$ cat src/hw/rtl/ecra_pkg.sv
package ecra_pkg;

   // Fixed field widths
   localparam int PORT_W   = 16;
   localparam int WAIT_W   = 20;
   localparam int VALUE_W  = 64;
   localparam int CSR_W    = 20;
   localparam int CSR_IDX_W = 2;

   // Default access size limit (bytes per request)
   localparam int MAX_BYTES_DEF = 8;

   // Register indexes
   localparam logic [CSR_IDX_W-1:0] CSR_COMMAND_PORT = 2'd0;
   localparam logic [CSR_IDX_W-1:0] CSR_DAT_PORT     = 2'd1;
   localparam logic [CSR_IDX_W-1:0] CSR_WAIT_LIMIT   = 2'd2;

   // Register reset values
   localparam logic [PORT_W-1:0] COMMAND_PORT_RST = 16'h0066;
   localparam logic [PORT_W-1:0] DAT_PORT_RST     = 16'h0062;
   localparam logic [WAIT_W-1:0] WAIT_LIMIT_RST   = 20'd5000;

   // Request kinds
   localparam logic [1:0] KIND_ACCESS = 2'd0;
   localparam logic [1:0] KIND_STATUS = 2'd1;
   localparam logic [1:0] KIND_DATA   = 2'd2;
   localparam logic [1:0] KIND_TICK   = 2'd3;

   // Result actions
   localparam logic [1:0] ACT_READ_STATUS = 2'd0;
   localparam logic [1:0] ACT_WRITE_BYTE  = 2'd1;
   localparam logic [1:0] ACT_READ_DATA   = 2'd2;
   localparam logic [1:0] ACT_DONE        = 2'd3;

   // Result codes
   localparam logic RC_OK      = 1'b0;
   localparam logic RC_TIMEOUT = 1'b1;

   // Result queue sizing
   localparam int RSPQ_DEPTH = 4;
   localparam int RSPQ_PTR_W = $clog2(RSPQ_DEPTH);
   localparam int RSPQ_CNT_W = $clog2(RSPQ_DEPTH + 1);

   typedef struct packed {
      logic [PORT_W-1:0] command_port;
      logic [PORT_W-1:0] dat_port;
      logic [WAIT_W-1:0] wait_limit;
   } cfg_type;

   typedef struct packed {
      logic [1:0]         action;
      logic [PORT_W-1:0]  port;
      logic [7:0]         out_byte;
      logic               result_code;
      logic [VALUE_W-1:0] read_value;
      logic               last;
   } rsp_item_type;

   typedef struct packed {
      logic [1:0]   count;
      rsp_item_type item0;
      rsp_item_type item1;
   } push_type;

   function automatic rsp_item_type make_item(
      input logic [1:0]         action,
      input logic [PORT_W-1:0]  port,
      input logic [7:0]         out_byte,
      input logic               result_code,
      input logic [VALUE_W-1:0] read_value
   );
      rsp_item_type it;
      it.action      = action;
      it.port        = port;
      it.out_byte    = out_byte;
      it.result_code = result_code;
      it.read_value  = read_value;
      it.last        = 1'b0;
      return it;
   endfunction

endpackage

$ cat src/hw/rtl/ecra_core.sv
module ecra_core #(
   parameter int MAX_BYTES = ecra_pkg::MAX_BYTES_DEF
) (
   input  logic                          clock,
   input  logic                          reset,
   input  logic                          fire,
   input  logic [1:0]                    kind,
   input  logic                          is_write,
   input  logic [15:0]                   offset,
   input  logic [3:0]                    width,
   input  logic [63:0]                   write_value,
   input  logic [7:0]                    bus_byte,
   input  ecra_pkg::cfg_type             cfg,
   output ecra_pkg::push_type            push
);

   localparam logic [3:0] PH_IDLE      = 4'd0;
   localparam logic [3:0] PH_WAIT_CMD  = 4'd1;
   localparam logic [3:0] PH_WAIT_ADDR = 4'd2;
   localparam logic [3:0] PH_WAIT_OBF  = 4'd3;
   localparam logic [3:0] PH_READ_DATA = 4'd4;
   localparam logic [3:0] PH_WAIT_VAL  = 4'd5;
   localparam logic [3:0] PH_WAIT_FIN  = 4'd6;

   localparam logic [3:0]  MAX_W       = 4'(MAX_BYTES);
   localparam logic [7:0]  ST_OBF      = 8'h01;
   localparam logic [7:0]  ST_IBF      = 8'h02;
   localparam logic [7:0]  CMD_READ    = 8'h80;
   localparam logic [7:0]  CMD_WRITE   = 8'h81;
   localparam logic [7:0]  OPEN_BUS    = 8'hFF;
   localparam logic [19:0] ELAPSED_MAX = 20'hFFFFF;

   logic [3:0]  phase_ff, phase_in;
   logic [3:0]  byte_index_ff, byte_index_in;
   logic [15:0] base_offset_ff, base_offset_in;
   logic [3:0]  access_bytes_ff, access_bytes_in;
   logic        writing_ff, writing_in;
   logic [63:0] write_data_ff, write_data_in;
   logic [63:0] gathered_ff, gathered_in;
   logic [19:0] wait_elapsed_ff, wait_elapsed_in;

   logic                   waiting;
   logic                   status_ok;
   logic [3:0]             req_bytes;
   logic [3:0]             next_index;
   logic                   more_bytes;
   logic [5:0]             lane_shift;
   logic [63:0]            gathered_rd;
   logic [7:0]             cur_addr;
   logic [7:0]             cur_wbyte;
   ecra_pkg::rsp_item_type poll_item;
   ecra_pkg::push_type     push_c;

   always_comb begin
      waiting = (phase_ff == PH_WAIT_CMD) || (phase_ff == PH_WAIT_ADDR) ||
                (phase_ff == PH_WAIT_OBF) || (phase_ff == PH_WAIT_VAL) ||
                (phase_ff == PH_WAIT_FIN);
      status_ok = (phase_ff == PH_WAIT_OBF) ? ((bus_byte & ST_OBF) == ST_OBF)
                                            : ((bus_byte & ST_IBF) == 8'h00);
      if (width == 4'd0) begin
         req_bytes = 4'd1;
      end else if (width > MAX_W) begin
         req_bytes = MAX_W;
      end else begin
         req_bytes = width;
      end
      next_index  = byte_index_ff + 4'd1;
      more_bytes  = (next_index < access_bytes_ff) &&
                    ((17'(base_offset_ff) + 17'(next_index)) <= 17'd255);
      lane_shift  = {byte_index_ff[2:0], 3'b000};
      gathered_rd = gathered_ff | (64'(bus_byte) << lane_shift);
      cur_addr    = 8'(base_offset_ff + 16'(byte_index_ff));
      cur_wbyte   = 8'(write_data_ff >> lane_shift);
      poll_item   = ecra_pkg::make_item(ecra_pkg::ACT_READ_STATUS, cfg.command_port,
                                        8'h00, ecra_pkg::RC_OK, 64'd0);
   end

   always_comb begin
      phase_in        = phase_ff;
      byte_index_in   = byte_index_ff;
      base_offset_in  = base_offset_ff;
      access_bytes_in = access_bytes_ff;
      writing_in      = writing_ff;
      write_data_in   = write_data_ff;
      gathered_in     = gathered_ff;
      wait_elapsed_in = wait_elapsed_ff;
      push_c          = '0;

      if (fire) begin
         unique case (kind)
            ecra_pkg::KIND_ACCESS: begin
               if (phase_ff == PH_IDLE) begin
                  writing_in      = is_write;
                  base_offset_in  = offset;
                  access_bytes_in = req_bytes;
                  write_data_in   = write_value;
                  gathered_in     = 64'd0;
                  byte_index_in   = 4'd0;
                  push_c.count    = 2'd1;
                  if (offset > 16'd255) begin
                     // nothing addressable: complete at once, value zero
                     push_c.item0 = ecra_pkg::make_item(ecra_pkg::ACT_DONE, 16'd0, 8'h00,
                                                        ecra_pkg::RC_OK, 64'd0);
                  end else begin
                     phase_in        = PH_WAIT_CMD;
                     wait_elapsed_in = 20'd0;
                     push_c.item0    = poll_item;
                  end
               end
            end
            ecra_pkg::KIND_TICK: begin
               if (waiting && (wait_elapsed_ff != ELAPSED_MAX)) begin
                  wait_elapsed_in = wait_elapsed_ff + 20'd1;
               end
            end
            ecra_pkg::KIND_DATA: begin
               if (phase_ff == PH_READ_DATA) begin
                  gathered_in   = gathered_rd;
                  byte_index_in = next_index;
                  push_c.count  = 2'd1;
                  if (more_bytes) begin
                     phase_in        = PH_WAIT_CMD;
                     wait_elapsed_in = 20'd0;
                     push_c.item0    = poll_item;
                  end else begin
                     phase_in     = PH_IDLE;
                     push_c.item0 = ecra_pkg::make_item(ecra_pkg::ACT_DONE, 16'd0, 8'h00,
                                       ecra_pkg::RC_OK, writing_ff ? 64'd0 : gathered_rd);
                  end
               end
            end
            ecra_pkg::KIND_STATUS: begin
               if (waiting) begin
                  push_c.count = 2'd1;
                  if (bus_byte == OPEN_BUS) begin
                     phase_in     = PH_IDLE;
                     push_c.item0 = ecra_pkg::make_item(ecra_pkg::ACT_DONE, 16'd0, 8'h00,
                                                        ecra_pkg::RC_TIMEOUT, 64'd0);
                  end else if (!status_ok) begin
                     if (wait_elapsed_ff >= cfg.wait_limit) begin
                        phase_in     = PH_IDLE;
                        push_c.item0 = ecra_pkg::make_item(ecra_pkg::ACT_DONE, 16'd0,
                                          8'h00, ecra_pkg::RC_TIMEOUT, 64'd0);
                     end else begin
                        push_c.item0 = poll_item;
                     end
                  end else begin
                     unique case (phase_ff)
                        PH_WAIT_CMD: begin
                           push_c.count    = 2'd2;
                           push_c.item0    = ecra_pkg::make_item(ecra_pkg::ACT_WRITE_BYTE,
                                                cfg.command_port,
                                                writing_ff ? CMD_WRITE : CMD_READ,
                                                ecra_pkg::RC_OK, 64'd0);
                           push_c.item1    = poll_item;
                           phase_in        = PH_WAIT_ADDR;
                           wait_elapsed_in = 20'd0;
                        end
                        PH_WAIT_ADDR: begin
                           push_c.count    = 2'd2;
                           push_c.item0    = ecra_pkg::make_item(ecra_pkg::ACT_WRITE_BYTE,
                                                cfg.dat_port, cur_addr,
                                                ecra_pkg::RC_OK, 64'd0);
                           push_c.item1    = poll_item;
                           phase_in        = writing_ff ? PH_WAIT_VAL : PH_WAIT_OBF;
                           wait_elapsed_in = 20'd0;
                        end
                        PH_WAIT_OBF: begin
                           phase_in     = PH_READ_DATA;
                           push_c.item0 = ecra_pkg::make_item(ecra_pkg::ACT_READ_DATA,
                                             cfg.dat_port, 8'h00, ecra_pkg::RC_OK, 64'd0);
                        end
                        PH_WAIT_VAL: begin
                           push_c.count    = 2'd2;
                           push_c.item0    = ecra_pkg::make_item(ecra_pkg::ACT_WRITE_BYTE,
                                                cfg.dat_port, cur_wbyte,
                                                ecra_pkg::RC_OK, 64'd0);
                           push_c.item1    = poll_item;
                           phase_in        = PH_WAIT_FIN;
                           wait_elapsed_in = 20'd0;
                        end
                        default: begin
                           // final IBF-clear wait of a write byte
                           byte_index_in = next_index;
                           if (more_bytes) begin
                              phase_in        = PH_WAIT_CMD;
                              wait_elapsed_in = 20'd0;
                              push_c.item0    = poll_item;
                           end else begin
                              phase_in     = PH_IDLE;
                              push_c.item0 = ecra_pkg::make_item(ecra_pkg::ACT_DONE,
                                                16'd0, 8'h00, ecra_pkg::RC_OK,
                                                writing_ff ? 64'd0 : gathered_ff);
                           end
                        end
                     endcase
                  end
               end
            end
            default: ;
         endcase
      end

      if (push_c.count == 2'd1) begin
         push_c.item0.last = 1'b1;
      end else if (push_c.count == 2'd2) begin
         push_c.item1.last = 1'b1;
      end
   end

   assign push = push_c;

   always_ff @(posedge clock) begin
      if (reset) begin
         phase_ff        <= PH_IDLE;
         wait_elapsed_ff <= 20'd0;
      end else begin
         phase_ff        <= phase_in;
         wait_elapsed_ff <= wait_elapsed_in;
      end
      byte_index_ff   <= byte_index_in;
      base_offset_ff  <= base_offset_in;
      access_bytes_ff <= access_bytes_in;
      writing_ff      <= writing_in;
      write_data_ff   <= write_data_in;
      gathered_ff     <= gathered_in;
   end

endmodule

$ cat src/hw/rtl/ecra_rspq.sv
module ecra_rspq (
   input  logic                   clock,
   input  logic                   reset,
   input  ecra_pkg::push_type     push,
   input  logic                   pop,
   output logic                   not_empty,
   output logic                   has_room,
   output ecra_pkg::rsp_item_type head_item
);

   localparam int DEPTH = ecra_pkg::RSPQ_DEPTH;
   localparam int PTR_W = ecra_pkg::RSPQ_PTR_W;
   localparam int CNT_W = ecra_pkg::RSPQ_CNT_W;

   ecra_pkg::rsp_item_type entry_ff [DEPTH];
   logic [PTR_W-1:0] head_ff, head_in;
   logic [CNT_W-1:0] count_ff, count_in;
   logic [PTR_W-1:0] tail0, tail1;

   always_comb begin
      tail0     = head_ff + PTR_W'(count_ff);
      tail1     = tail0 + PTR_W'(1);
      not_empty = (count_ff != '0);
      // room for the two results one request may leave
      has_room  = (count_ff <= CNT_W'(DEPTH - 2));
      head_item = entry_ff[head_ff];
      head_in   = pop ? head_ff + PTR_W'(1) : head_ff;
      count_in  = count_ff + CNT_W'(push.count) - CNT_W'(pop);
   end

   always_ff @(posedge clock) begin
      if (reset) begin
         head_ff  <= '0;
         count_ff <= '0;
      end else begin
         head_ff  <= head_in;
         count_ff <= count_in;
      end
      if (push.count != 2'd0) begin
         entry_ff[tail0] <= push.item0;
      end
      if (push.count == 2'd2) begin
         entry_ff[tail1] <= push.item1;
      end
   end

endmodule

$ cat src/hw/rtl/ec_region_access_engine.sv
// Host-side embedded-controller access engine. Each request on the req_ channel is
// one event: an access request (read or write of 1..MAX_BYTES controller
// addresses), a sampled status byte, a data byte read back, or a timer tick.
// The engine answers with bus actions on the rsp_ channel (read status, write a
// byte to a port, read the data port) and a final done carrying the result code
// and gathered read data; rsp_last marks the final result of each request.
// Events that make no sense in the current phase are dropped without a result.
// Rate: one request per cycle while req_stall is low. Each request leaves
// zero, one or two results in a four-entry result queue, which sends one
// result per cycle on rsp_ while rsp_stall is low. req_stall rises only while
// the queue holds more than two results, so a slow consumer or a run of
// two-result requests sets the pace. The user must write port and limit registers
// through csr_ only while the engine is idle; the block does not enforce it.
module ec_region_access_engine #(
   parameter int MAX_BYTES = ecra_pkg::MAX_BYTES_DEF
) (
   input  logic        clock,
   input  logic        reset,

   // configuration writes
   input  logic        csr_we,
   input  logic [1:0]  csr_index,
   input  logic [19:0] csr_wdata,

   // request channel
   input  logic        req_valid,
   output logic        req_stall,
   input  logic [1:0]  req_kind,
   input  logic        req_is_write,
   input  logic [15:0] req_offset,
   input  logic [3:0]  req_width,
   input  logic [63:0] req_write_value,
   input  logic [7:0]  req_bus_byte,

   // result channel
   output logic        rsp_valid,
   input  logic        rsp_stall,
   output logic [1:0]  rsp_action,
   output logic [15:0] rsp_port,
   output logic [7:0]  rsp_out_byte,
   output logic        rsp_result_code,
   output logic [63:0] rsp_read_value,
   output logic        rsp_last
);

   ecra_pkg::cfg_type      cfg_ff, cfg_in;
   ecra_pkg::push_type     push;
   ecra_pkg::rsp_item_type head_item;
   logic                   req_fire;
   logic                   rsp_fire;
   logic                   q_room;
   logic                   q_not_empty;

   // Config registers; an index past the list is dropped.
   always_comb begin
      cfg_in = cfg_ff;
      if (csr_we) begin
         unique case (csr_index)
            ecra_pkg::CSR_COMMAND_PORT: cfg_in.command_port = csr_wdata[15:0];
            ecra_pkg::CSR_DAT_PORT:     cfg_in.dat_port     = csr_wdata[15:0];
            ecra_pkg::CSR_WAIT_LIMIT:   cfg_in.wait_limit   = csr_wdata;
            default: ;
         endcase
      end
   end

   always_ff @(posedge clock) begin
      if (reset) begin
         cfg_ff.command_port <= ecra_pkg::COMMAND_PORT_RST;
         cfg_ff.dat_port     <= ecra_pkg::DAT_PORT_RST;
         cfg_ff.wait_limit   <= ecra_pkg::WAIT_LIMIT_RST;
      end else begin
         cfg_ff <= cfg_in;
      end
   end

   // Handshakes: stall depends only on queue fill, never on valid.
   assign req_stall = !q_room;
   assign req_fire  = req_valid && q_room;
   assign rsp_valid = q_not_empty;
   assign rsp_fire  = q_not_empty && !rsp_stall;

   // Phase tracking and result generation for one event per cycle.
   ecra_core #(
      .MAX_BYTES(MAX_BYTES)
   ) u_core (
      .clock       (clock),
      .reset       (reset),
      .fire        (req_fire),
      .kind        (req_kind),
      .is_write    (req_is_write),
      .offset      (req_offset),
      .width       (req_width),
      .write_value (req_write_value),
      .bus_byte    (req_bus_byte),
      .cfg         (cfg_ff),
      .push        (push)
   );

   // Result queue: absorbs two-result events and decouples rsp_stall.
   ecra_rspq u_rspq (
      .clock     (clock),
      .reset     (reset),
      .push      (push),
      .pop       (rsp_fire),
      .not_empty (q_not_empty),
      .has_room  (q_room),
      .head_item (head_item)
   );

   assign rsp_action      = head_item.action;
   assign rsp_port        = head_item.port;
   assign rsp_out_byte    = head_item.out_byte;
   assign rsp_result_code = head_item.result_code;
   assign rsp_read_value  = head_item.read_value;
   assign rsp_last        = head_item.last;

endmodule
$ cat config.mk
export PLATFORM = sky130hd
export DESIGN_NAME = ec_region_access_engine
export DESIGN_NICKNAME = d
export VERILOG_FILES = /design/src/hw/rtl/ecra_pkg.sv /design/src/hw/rtl/ecra_core.sv /design/src/hw/rtl/ecra_rspq.sv /design/src/hw/rtl/ec_region_access_engine.sv
export SDC_FILE = /design/constraint.sdc
export NUM_CORES = 1
export LEC_CHECK = 0
export ABC_CLOCK_PERIOD_IN_PS = 8000
export BUFFER_PORTS_ARGS = -buffer_cell sky130_fd_sc_hd__buf_2
export CAP_MARGIN = 20
export CORE_MARGIN = 8
export CORE_UTILIZATION = 53
export DETAILED_ROUTE_END_ITERATION = 6
export GPL_ROUTABILITY_DRIVEN = 0
export PLACE_DENSITY = 0.78
export SYNTH_ARGS = -nofsm -noshare
export SYNTH_HDL_FRONTEND = slang
export SYNTH_SLANG_ARGS = --single-unit
export TNS_END_PERCENT = 5
$ cat constraint.sdc
create_clock -name clock -period 8 [get_ports clock]
set_input_delay 1.6 -clock clock [delete_from_list [all_inputs] [get_ports clock]]
set_output_delay 1.6 -clock clock [all_outputs]
set_load 0.05 [all_outputs]
==> results.yml, run 1 <==
yosys:
  synth-adder-area-share: 0.02149
  synthArstFlopShare: 0
  postSynthCellCount: 2670
  synth.most_common_cell: "nand2_1"
  synth_area_leaders: "dfxtp_1, edfxtp_1, mux4_2"
  ys_types: 72
  synth_edf_count: 221
  synth_xor_xnor_area_share: 0.004090
  syn_nets: 2838
  synth_top_cell_area_share: 0.2747
  synth-seq-area-share: 0.5131
  mappedNetlistArea_um2: 27840
  synth_ff_type: "dfxtp_1"
  synth_simple_gate_area_frac: 0.1415
  yosysWarnings: 0
  synth_top_cell_by_area: "dfxtp_1"
  synth-seq-cells: 603
  syn_area_per_cell_um2: 10.43
  synth_top_family_by_area: "compound AO/OA/AOI/OAI gates"
  netlist_top_cells_count: "nand2_1, dfxtp_1, edfxtp_1"
  muxShareOfSynthArea: 0.09061
  synth_compound_area_frac: 0.1863
timing:
  fin_crit_sh: 0.7154
  post-route-min-period_ns: 5.723
  setup_viol: 0
  tns_ns: 0
  hold_viol_final: 0
  skew_ns: 0.03725
  rsz0062_at_grt: "false"
  clock.fmax_mhz: 174.7
  drv_slew: 0
  worstMarginPinSlew_ns: 1.242
  slew_headroom: 0.1718
global_route:
  grt_pass1_vias: 22970
  overflow: 0
  grt_antenna_before_repair: 7
  grt_max_degree: 86
  grt_pass1_wl_mm: 130.7
  grt_usage: 0.2729
place:
  port_buffers: 215
  place_hpwl_mm: 53.25
routing:
  drc_errors: 0
  viasPerCell: 6.671
  routedWlPerCell_um: 24.36
  drt-initial-drc-count: 3057
  final_antenna_net_count: 0
  vias: 23300
  wl_mm: 85.08
  dr.pass1.iters: 6
status:
  outcome: "finished, final reports clean"
worst_hold_path:
  holdPathStages: 2
  min_path_type: "reg2reg"
  hold_end: "cfg_ff[28]$_SDFFE_PP0P_"
  worstHoldStart: "cfg_ff[28]$_SDFFE_PP0P_"
pwr:
  cellLeakagePower_nw: 10.90
  powerDensity_nw_per_um2: 238.1
  max-vdd-ir-drop_uv: 182.9
setup_path:
  r2r_end: "u_rspq.entry_ff[3][41]$_SDFFE_PP0P_"
  required_ns: 8.49
  worst_r2r_path_depth: 11
  crit_slowest_cell: "a211oi_4"
  critical_path_class: "reg2reg"
  reg2reg_slack_ns: 2.28
  endpoint_kind: "flop"
  r2r_start: "u_core.byte_index_ff[0]$_SDFFCE_PN0P_"
  critPathMaxStageDelay_ns: 0.81
  crit_top_cell: "buf_4"
  start_kind: "flop"
  crit_fanout: 33
  crit_chain: "buf_4 -> and3_1 -> xor2_1 -> ha_1 -> or4b_1 -> or4_4 -> a211oi_4 -> a31oi_2 -> nand2_2 -> buf_4 -> o221ai_1"
  arrival_ns: 6.22
finish:
  utilization: 0.6005
  nets: 2920
  fillers: 4085
  area_delta_synth_final_pct: 12.69
  drive_gt1_frac: 0.1838
floorplanning:
  die_h_um: 245.2
  design.portCount: 216
  coreArea_um2: 52240
  start_util: 0.5329
  die_w_um: 245.2
  num_rows: 84
  fp.dieArea_um2: 60110
clocking:
  numCtsBuffers: 59
  cts_resized: 0
  htree_levels: 2
  cts_num_sinks: 603
  ctsHoldBuffers: 0
  clkSlewWorstSetupHoldPaths_ns: 0.06
  cts-root-buf: "clkbuf_16"
  clk_latency_ns: 0.67
  cts_buffer_depth: 3
  cts_setup_buffers: 0
  cts_tree: "built"
run:
  cap_violations: 0
[cells by family (layout without fill, tap and decap cells)]
logic type | count (synthesis) | in the layout
AOI/OAI and AO/OA | 773 | 773
buffers and inverters | 297 | 429
other | 0 | 2
and+or+nand+nor | 821 | 821
DFF | 603 | 603
muxes | 117 | 117
adders and majority gates | 46 | 46
xor gates and xnor gates | 13 | 13
[registers in the layout (all words and copies together) (netlist names), named ones only]
register / cells
cfg_ff: 52
u_rspq.count_ff: 3
u_core.writing_ff: 1
u_rspq.head_ff: 2
u_rspq.entry_ff: 368
u_core.write_data_ff: 64
u_core.wait_elapsed_ff: 20
u_core.gathered_ff: 64
u_core.phase_ff: 3
u_core.byte_index_ff: 4
u_core.access_bytes_ff: 4
u_core.base_offset_ff: 16
[layout make-up]
cell class                 instances  area, µm²  area share
clock inverter                    37      352.8     0.01125
clock buffer                      74       1675     0.05341
tap                              688      860.8     0.02744
sequential                       603      14290      0.4556
antenna                            2      5.005   0.0001595
multi-input combinational       1770      12530      0.3994
timing repair buffer             259       1434     0.04571
inverter                          59      221.5    0.007060
[metrics by stage]
| step | hold slack, ns | instances | setup WS, ns | area (µm²) | total power, mW |
|---|---|---|---|---|---|
| floorplan | 0.4271 | 2670 | 1.899 | 27840 | 4.319 |
| global placement | 0.4369 | 3376 | 2.416 | 29290 | 4.628 |
| detailed placement | 0.4436 | 3377 | 2.298 | 29290 | 4.658 |
| CTS | 0.4519 | 3488 | 2.362 | 31320 | 7.469 |
| global route | 0.4744 | 3492 | 2.006 | 31370 | 7.688 |
| finish | 0.4509 | 3492 | 2.277 | 31370 | 7.468 |
[worst max path at each step]
stage | startpoint | end | depth (start not counted)
after global placement | req_kind[0] | u_rspq.entry_ff[3][75]$_DFFE_PP_ | 11
after floorplan | req_kind[0] | u_core.access_bytes_ff[0]$_SDFFCE_PP1P_ | 4
after detailed placement | req_kind[0] | u_rspq.entry_ff[3][53]$_SDFFE_PP0P_ | 11
after CTS | u_core.byte_index_ff[0]$_SDFFCE_PN0P_ | u_rspq.entry_ff[3][53]$_SDFFE_PP0P_ | 11
final | u_core.byte_index_ff[0]$_SDFFCE_PN0P_ | u_rspq.entry_ff[3][41]$_SDFFE_PP0P_ | 11
after global routing | u_core.byte_index_ff[0]$_SDFFCE_PN0P_ | u_rspq.entry_ff[3][52]$_SDFFE_PP0P_ | 12
[layer usage]
| metal | routed length [µm] | global-route usage |
|---|---|---|
| met2 | 39050 | 0.4288 |
| met3 | 9851 | 0.06163 |
| met4 | 4432 | 0.1509 |
| met5 | 64 | 0 |
| met1 | 31680 | 0.3476 |
[where the power goes]
group | internal [mW] | switching, mW | total (mW)
Sequential | 3.31 | 0.136 | 3.45
Clock | 1.60 | 1.27 | 2.87
Combinational | 0.398 | 0.755 | 1.15
[layout by cell type, fill, tap and decap left out, drive strengths merged, types with 6 or more instances in the layout]
master  netlist  routed
a31oi        17      17
ha           43      43
edfxtp      221     221
o22ai        13      13
and3         13      13
o31ai         6       6
nor2         59      59
o221ai      162     162
o211ai       10      10
mux4        108     108
nand3b       13      13
a22oi       152     152
a211o         7       7
nor2b        72      72
a311oi       15      15
a21o          7       7
a211oi        7       7
nor4         14      14
o21ai       208     208
nand3        79      79
inv          58      67
or3           6       6
clkinv        1      23
buf          92     259
dfxtp       382     382
nor3b         8       8
nand2b       75      75
xnor2         7       7
clkbuf      146      74
nand4        16      16
nand2       408     408
mux2i         9       9
and2         24      24
nor3         20      20
xor2          6       6
a21oi       146     146
[critical path: cells and delay by family (launching register included)]
kind / cells / cell delay, ns
XOR/XNOR: 1 / 0.20
AO/OA/AOI/OAI: 3 / 1.37
buffers and inverters: 2 / 0.92
adder cells (fa/ha/maj): 1 / 0.28
AND/OR/NAND/NOR: 4 / 2.11
flip-flops: 1 / 0.65
No activity file was read; power rests on OpenSTA's default activity.
==> run 2: changes to the inputs <==
Settings changed: ABC_AREA set to 1, ABC_CLOCK_PERIOD_IN_PS 8000 to 5700.
Clock period 8 ns to 5.7 ns, I/O delays scaled along.
==> run 2 against run 1 <==
Critical path depth rose by 6. Clock power rose by 51%. First-iteration DRC count up 15%. Final cell count is 36% higher. Clock-buffer cell count rose by 29. Wire length rose by 4.2%. Maximum frequency is 23% higher.
==> results.yml, run 2 <==
status:
  outcome: "finished, final reports clean"
yosys:
  mappedNetlistArea_um2: 29630
  synth_area_leaders: "dfxtp_1, edfxtp_1, nand2_1"
  synthArstFlopShare: 0
  postSynthCellCount: 3891
  ys_types: 47
  syn_area_per_cell_um2: 7.615
  syn_nets: 4059
  yosysWarnings: 0
  netlist_top_cells_count: "nand2_1, nand3_1, nor2_1"
  synth_top_cell_by_area: "dfxtp_1"
  synth.most_common_cell: "nand2_1"
  synth_ff_type: "dfxtp_1"
  synth_top_cell_area_share: 0.2581
  synth-seq-area-share: 0.4821
  synth_edf_count: 221
  synth-seq-cells: 603
global_route:
  grt_usage: 0.2673
  grt_pass1_vias: 25720
  grt_pass1_wl_mm: 139.3
  overflow: 0
  grt_antenna_before_repair: 3
  grt_max_degree: 226
routing:
  dr.pass1.iters: 7
  final_antenna_net_count: 0
  wl_mm: 88.63
  viasPerCell: 5.868
  vias: 27870
  drt-initial-drc-count: 3510
  drc_errors: 0
  routedWlPerCell_um: 18.66
timing:
  fin_crit_sh: 0.8173
  setup_viol: 0
  post-route-min-period_ns: 4.659
  hold_viol_final: 0
  tns_ns: 0
  slew_headroom: 0.2231
  worstMarginPinSlew_ns: 1.165
  rsz0062_at_grt: "false"
  clock.fmax_mhz: 214.6
  drv_slew: 0
  skew_ns: 0.02433
clocking:
  htree_levels: 3
  cts_num_sinks: 603
  cts_setup_buffers: 0
  ctsHoldBuffers: 0
  clkSlewWorstSetupHoldPaths_ns: 0.06
  cts_resized: 0
  clk_latency_ns: 0.61
  numCtsBuffers: 67
  cts-root-buf: "clkbuf_16"
  cts_tree: "built"
  cts_buffer_depth: 3
floorplanning:
  fp.dieArea_um2: 63730
  coreArea_um2: 55200
  die_h_um: 252.4
  die_w_um: 252.4
  design.portCount: 216
  start_util: 0.5368
  num_rows: 86
pwr:
  max-vdd-ir-drop_uv: 289.2
  cellLeakagePower_nw: 14.23
  powerDensity_nw_per_um2: 379.0
finish:
  ff_latch_area_um2: 14290
  drive_gt1_frac: 0.1165
  layout_common_cells: "nand2_1, nand3_1, nor2_1"
  utilization: 0.5975
  fillers: 4955
  fin_area_um2: 32980
  largest_reg_flops: 368
  finalNonFillerCells: 4749
  nets: 4116
  area_delta_synth_final_pct: 11.32
  multi_input_area_um2: 13240
  final_common_cell: "nand2_1"
  reg_top3: "u_rspq.entry_ff: 368 flops, u_core.gathered_ff: 64 flops, u_core.write_data_ff: 64 flops"
  top_register: "u_rspq.entry_ff"
setup_path:
  start_kind: "flop"
  crit_chain: "ha_1 -> or2_2 -> nand2_1 -> ha_1 -> nand2_1 -> nand3_1 -> nand2_1 -> nand2_1 -> nand3b_1 -> nand2_1 -> nor2_4 -> nand3_2 -> nand2_2 -> buf_4 -> o22ai_1 -> nand3_1 -> nand2_1"
  critPathMaxStageDelay_ns: 0.79
  critical_path_class: "reg2reg"
  crit_slowest_cell: "nand2_2"
  required_ns: 6.18
  arrival_ns: 5.14
  crit_fanout: 45
  crit_top_cell: "nand2_1"
  endpoint_kind: "flop"
place:
  port_buffers: 215
  place_hpwl_mm: 55.11
  placed_area_um2: 30770
  post-place-cells: 4626
run:
  cap_violations: 0
worst_hold_path:
  min_path_type: "reg2reg"
[run 2: cell types whose count changed in the layout (fill, tap and decap cells not counted), moves of 144 or more]
cell,delta
nand3_1,+374
a22oi_1,-152
o22ai_1,+144
o21ai_0,+144
nor2_1,+369
nand2_1,+580
o221ai_1,-152
[run 2: logic make-up (layout without fill, tap and decap cells)]
family,Yosys count,after routing,synth area share
AOI/OAI and AO/OA,718,718,0.1320
and+or+nand+nor,2029,2029,0.2903
other,0,2,0
buffers and inverters,487,595,0.07309
adders and majority gates,46,46,0.02018
DFF,603,603,0.4821
xor gates and xnor gates,8,8,0.002365
[run 2: critical path: cells and delay by family, from the launching register on]
kind                       cells  cell delay (ns)
DFF                            1             0.73
and+or+nand+nor               13             2.57
buffers and inverters          1             0.34
adders and majority gates      2             0.67
AOI/OAI and AO/OA              1             0.19
[run 2: cell type report]
type | count | share of cell area
diodes | 2 | 0.0001517
multi-input cells | 2801 | 0.4014
well taps | 748 | 0.02837
flip-flops and latches | 603 | 0.4332
repair buffers | 269 | 0.04635
inverters | 206 | 0.02352
clock buffers | 103 | 0.06164
clock inverters | 17 | 0.005311
[run 2: layer usage]
layer	track usage	vias to the layer above	wire [µm]
met5	0	-	30
li1	-	13210	-
met3	0.05521	260	8323
met2	0.4409	1482	41520
met1	0.3395	12910	35150
met4	0.1111	4	3600
[run 2: where the power goes]
part           switching (mW)  internal [mW]  total, mW
logic                    2.67          0.732       3.40
registers               0.110           4.65       4.76
clock network            1.74           2.60       4.34
[run 2: worst paths after layout]
check / startpoint / to / slack (ns) / cells after the start
worst max-delay path: u_core.byte_index_ff[0]$_SDFFCE_PN0P_ / u_rspq.entry_ff[0][40]$_SDFFE_PP0P_ / 1.04 / 17
worst min-delay path: u_rspq.entry_ff[1][32]$_SDFFE_PP0P_ / u_rspq.entry_ff[1][32]$_SDFFE_PP0P_ / 0.45 / 2
worst max register to register: u_core.byte_index_ff[0]$_SDFFCE_PN0P_ / u_rspq.entry_ff[0][40]$_SDFFE_PP0P_ / 1.04 / 17
worst min register to register: u_rspq.entry_ff[1][32]$_SDFFE_PP0P_ / u_rspq.entry_ff[1][32]$_SDFFE_PP0P_ / 0.45 / 2
[run 2: through the flow]
step / power (mW) / hold slack (ns) / worst slack, ns
after CTS: 12.53 / 0.4487 / 1.145
after floorplan: 7.311 / 0.4206 / -1.291
after detailed placement: 8.231 / 0.4347 / 1.164
after global routing: 12.96 / 0.4622 / 0.7660
after global placement: 8.208 / 0.4319 / 1.290
final: 12.50 / 0.4478 / 1.041
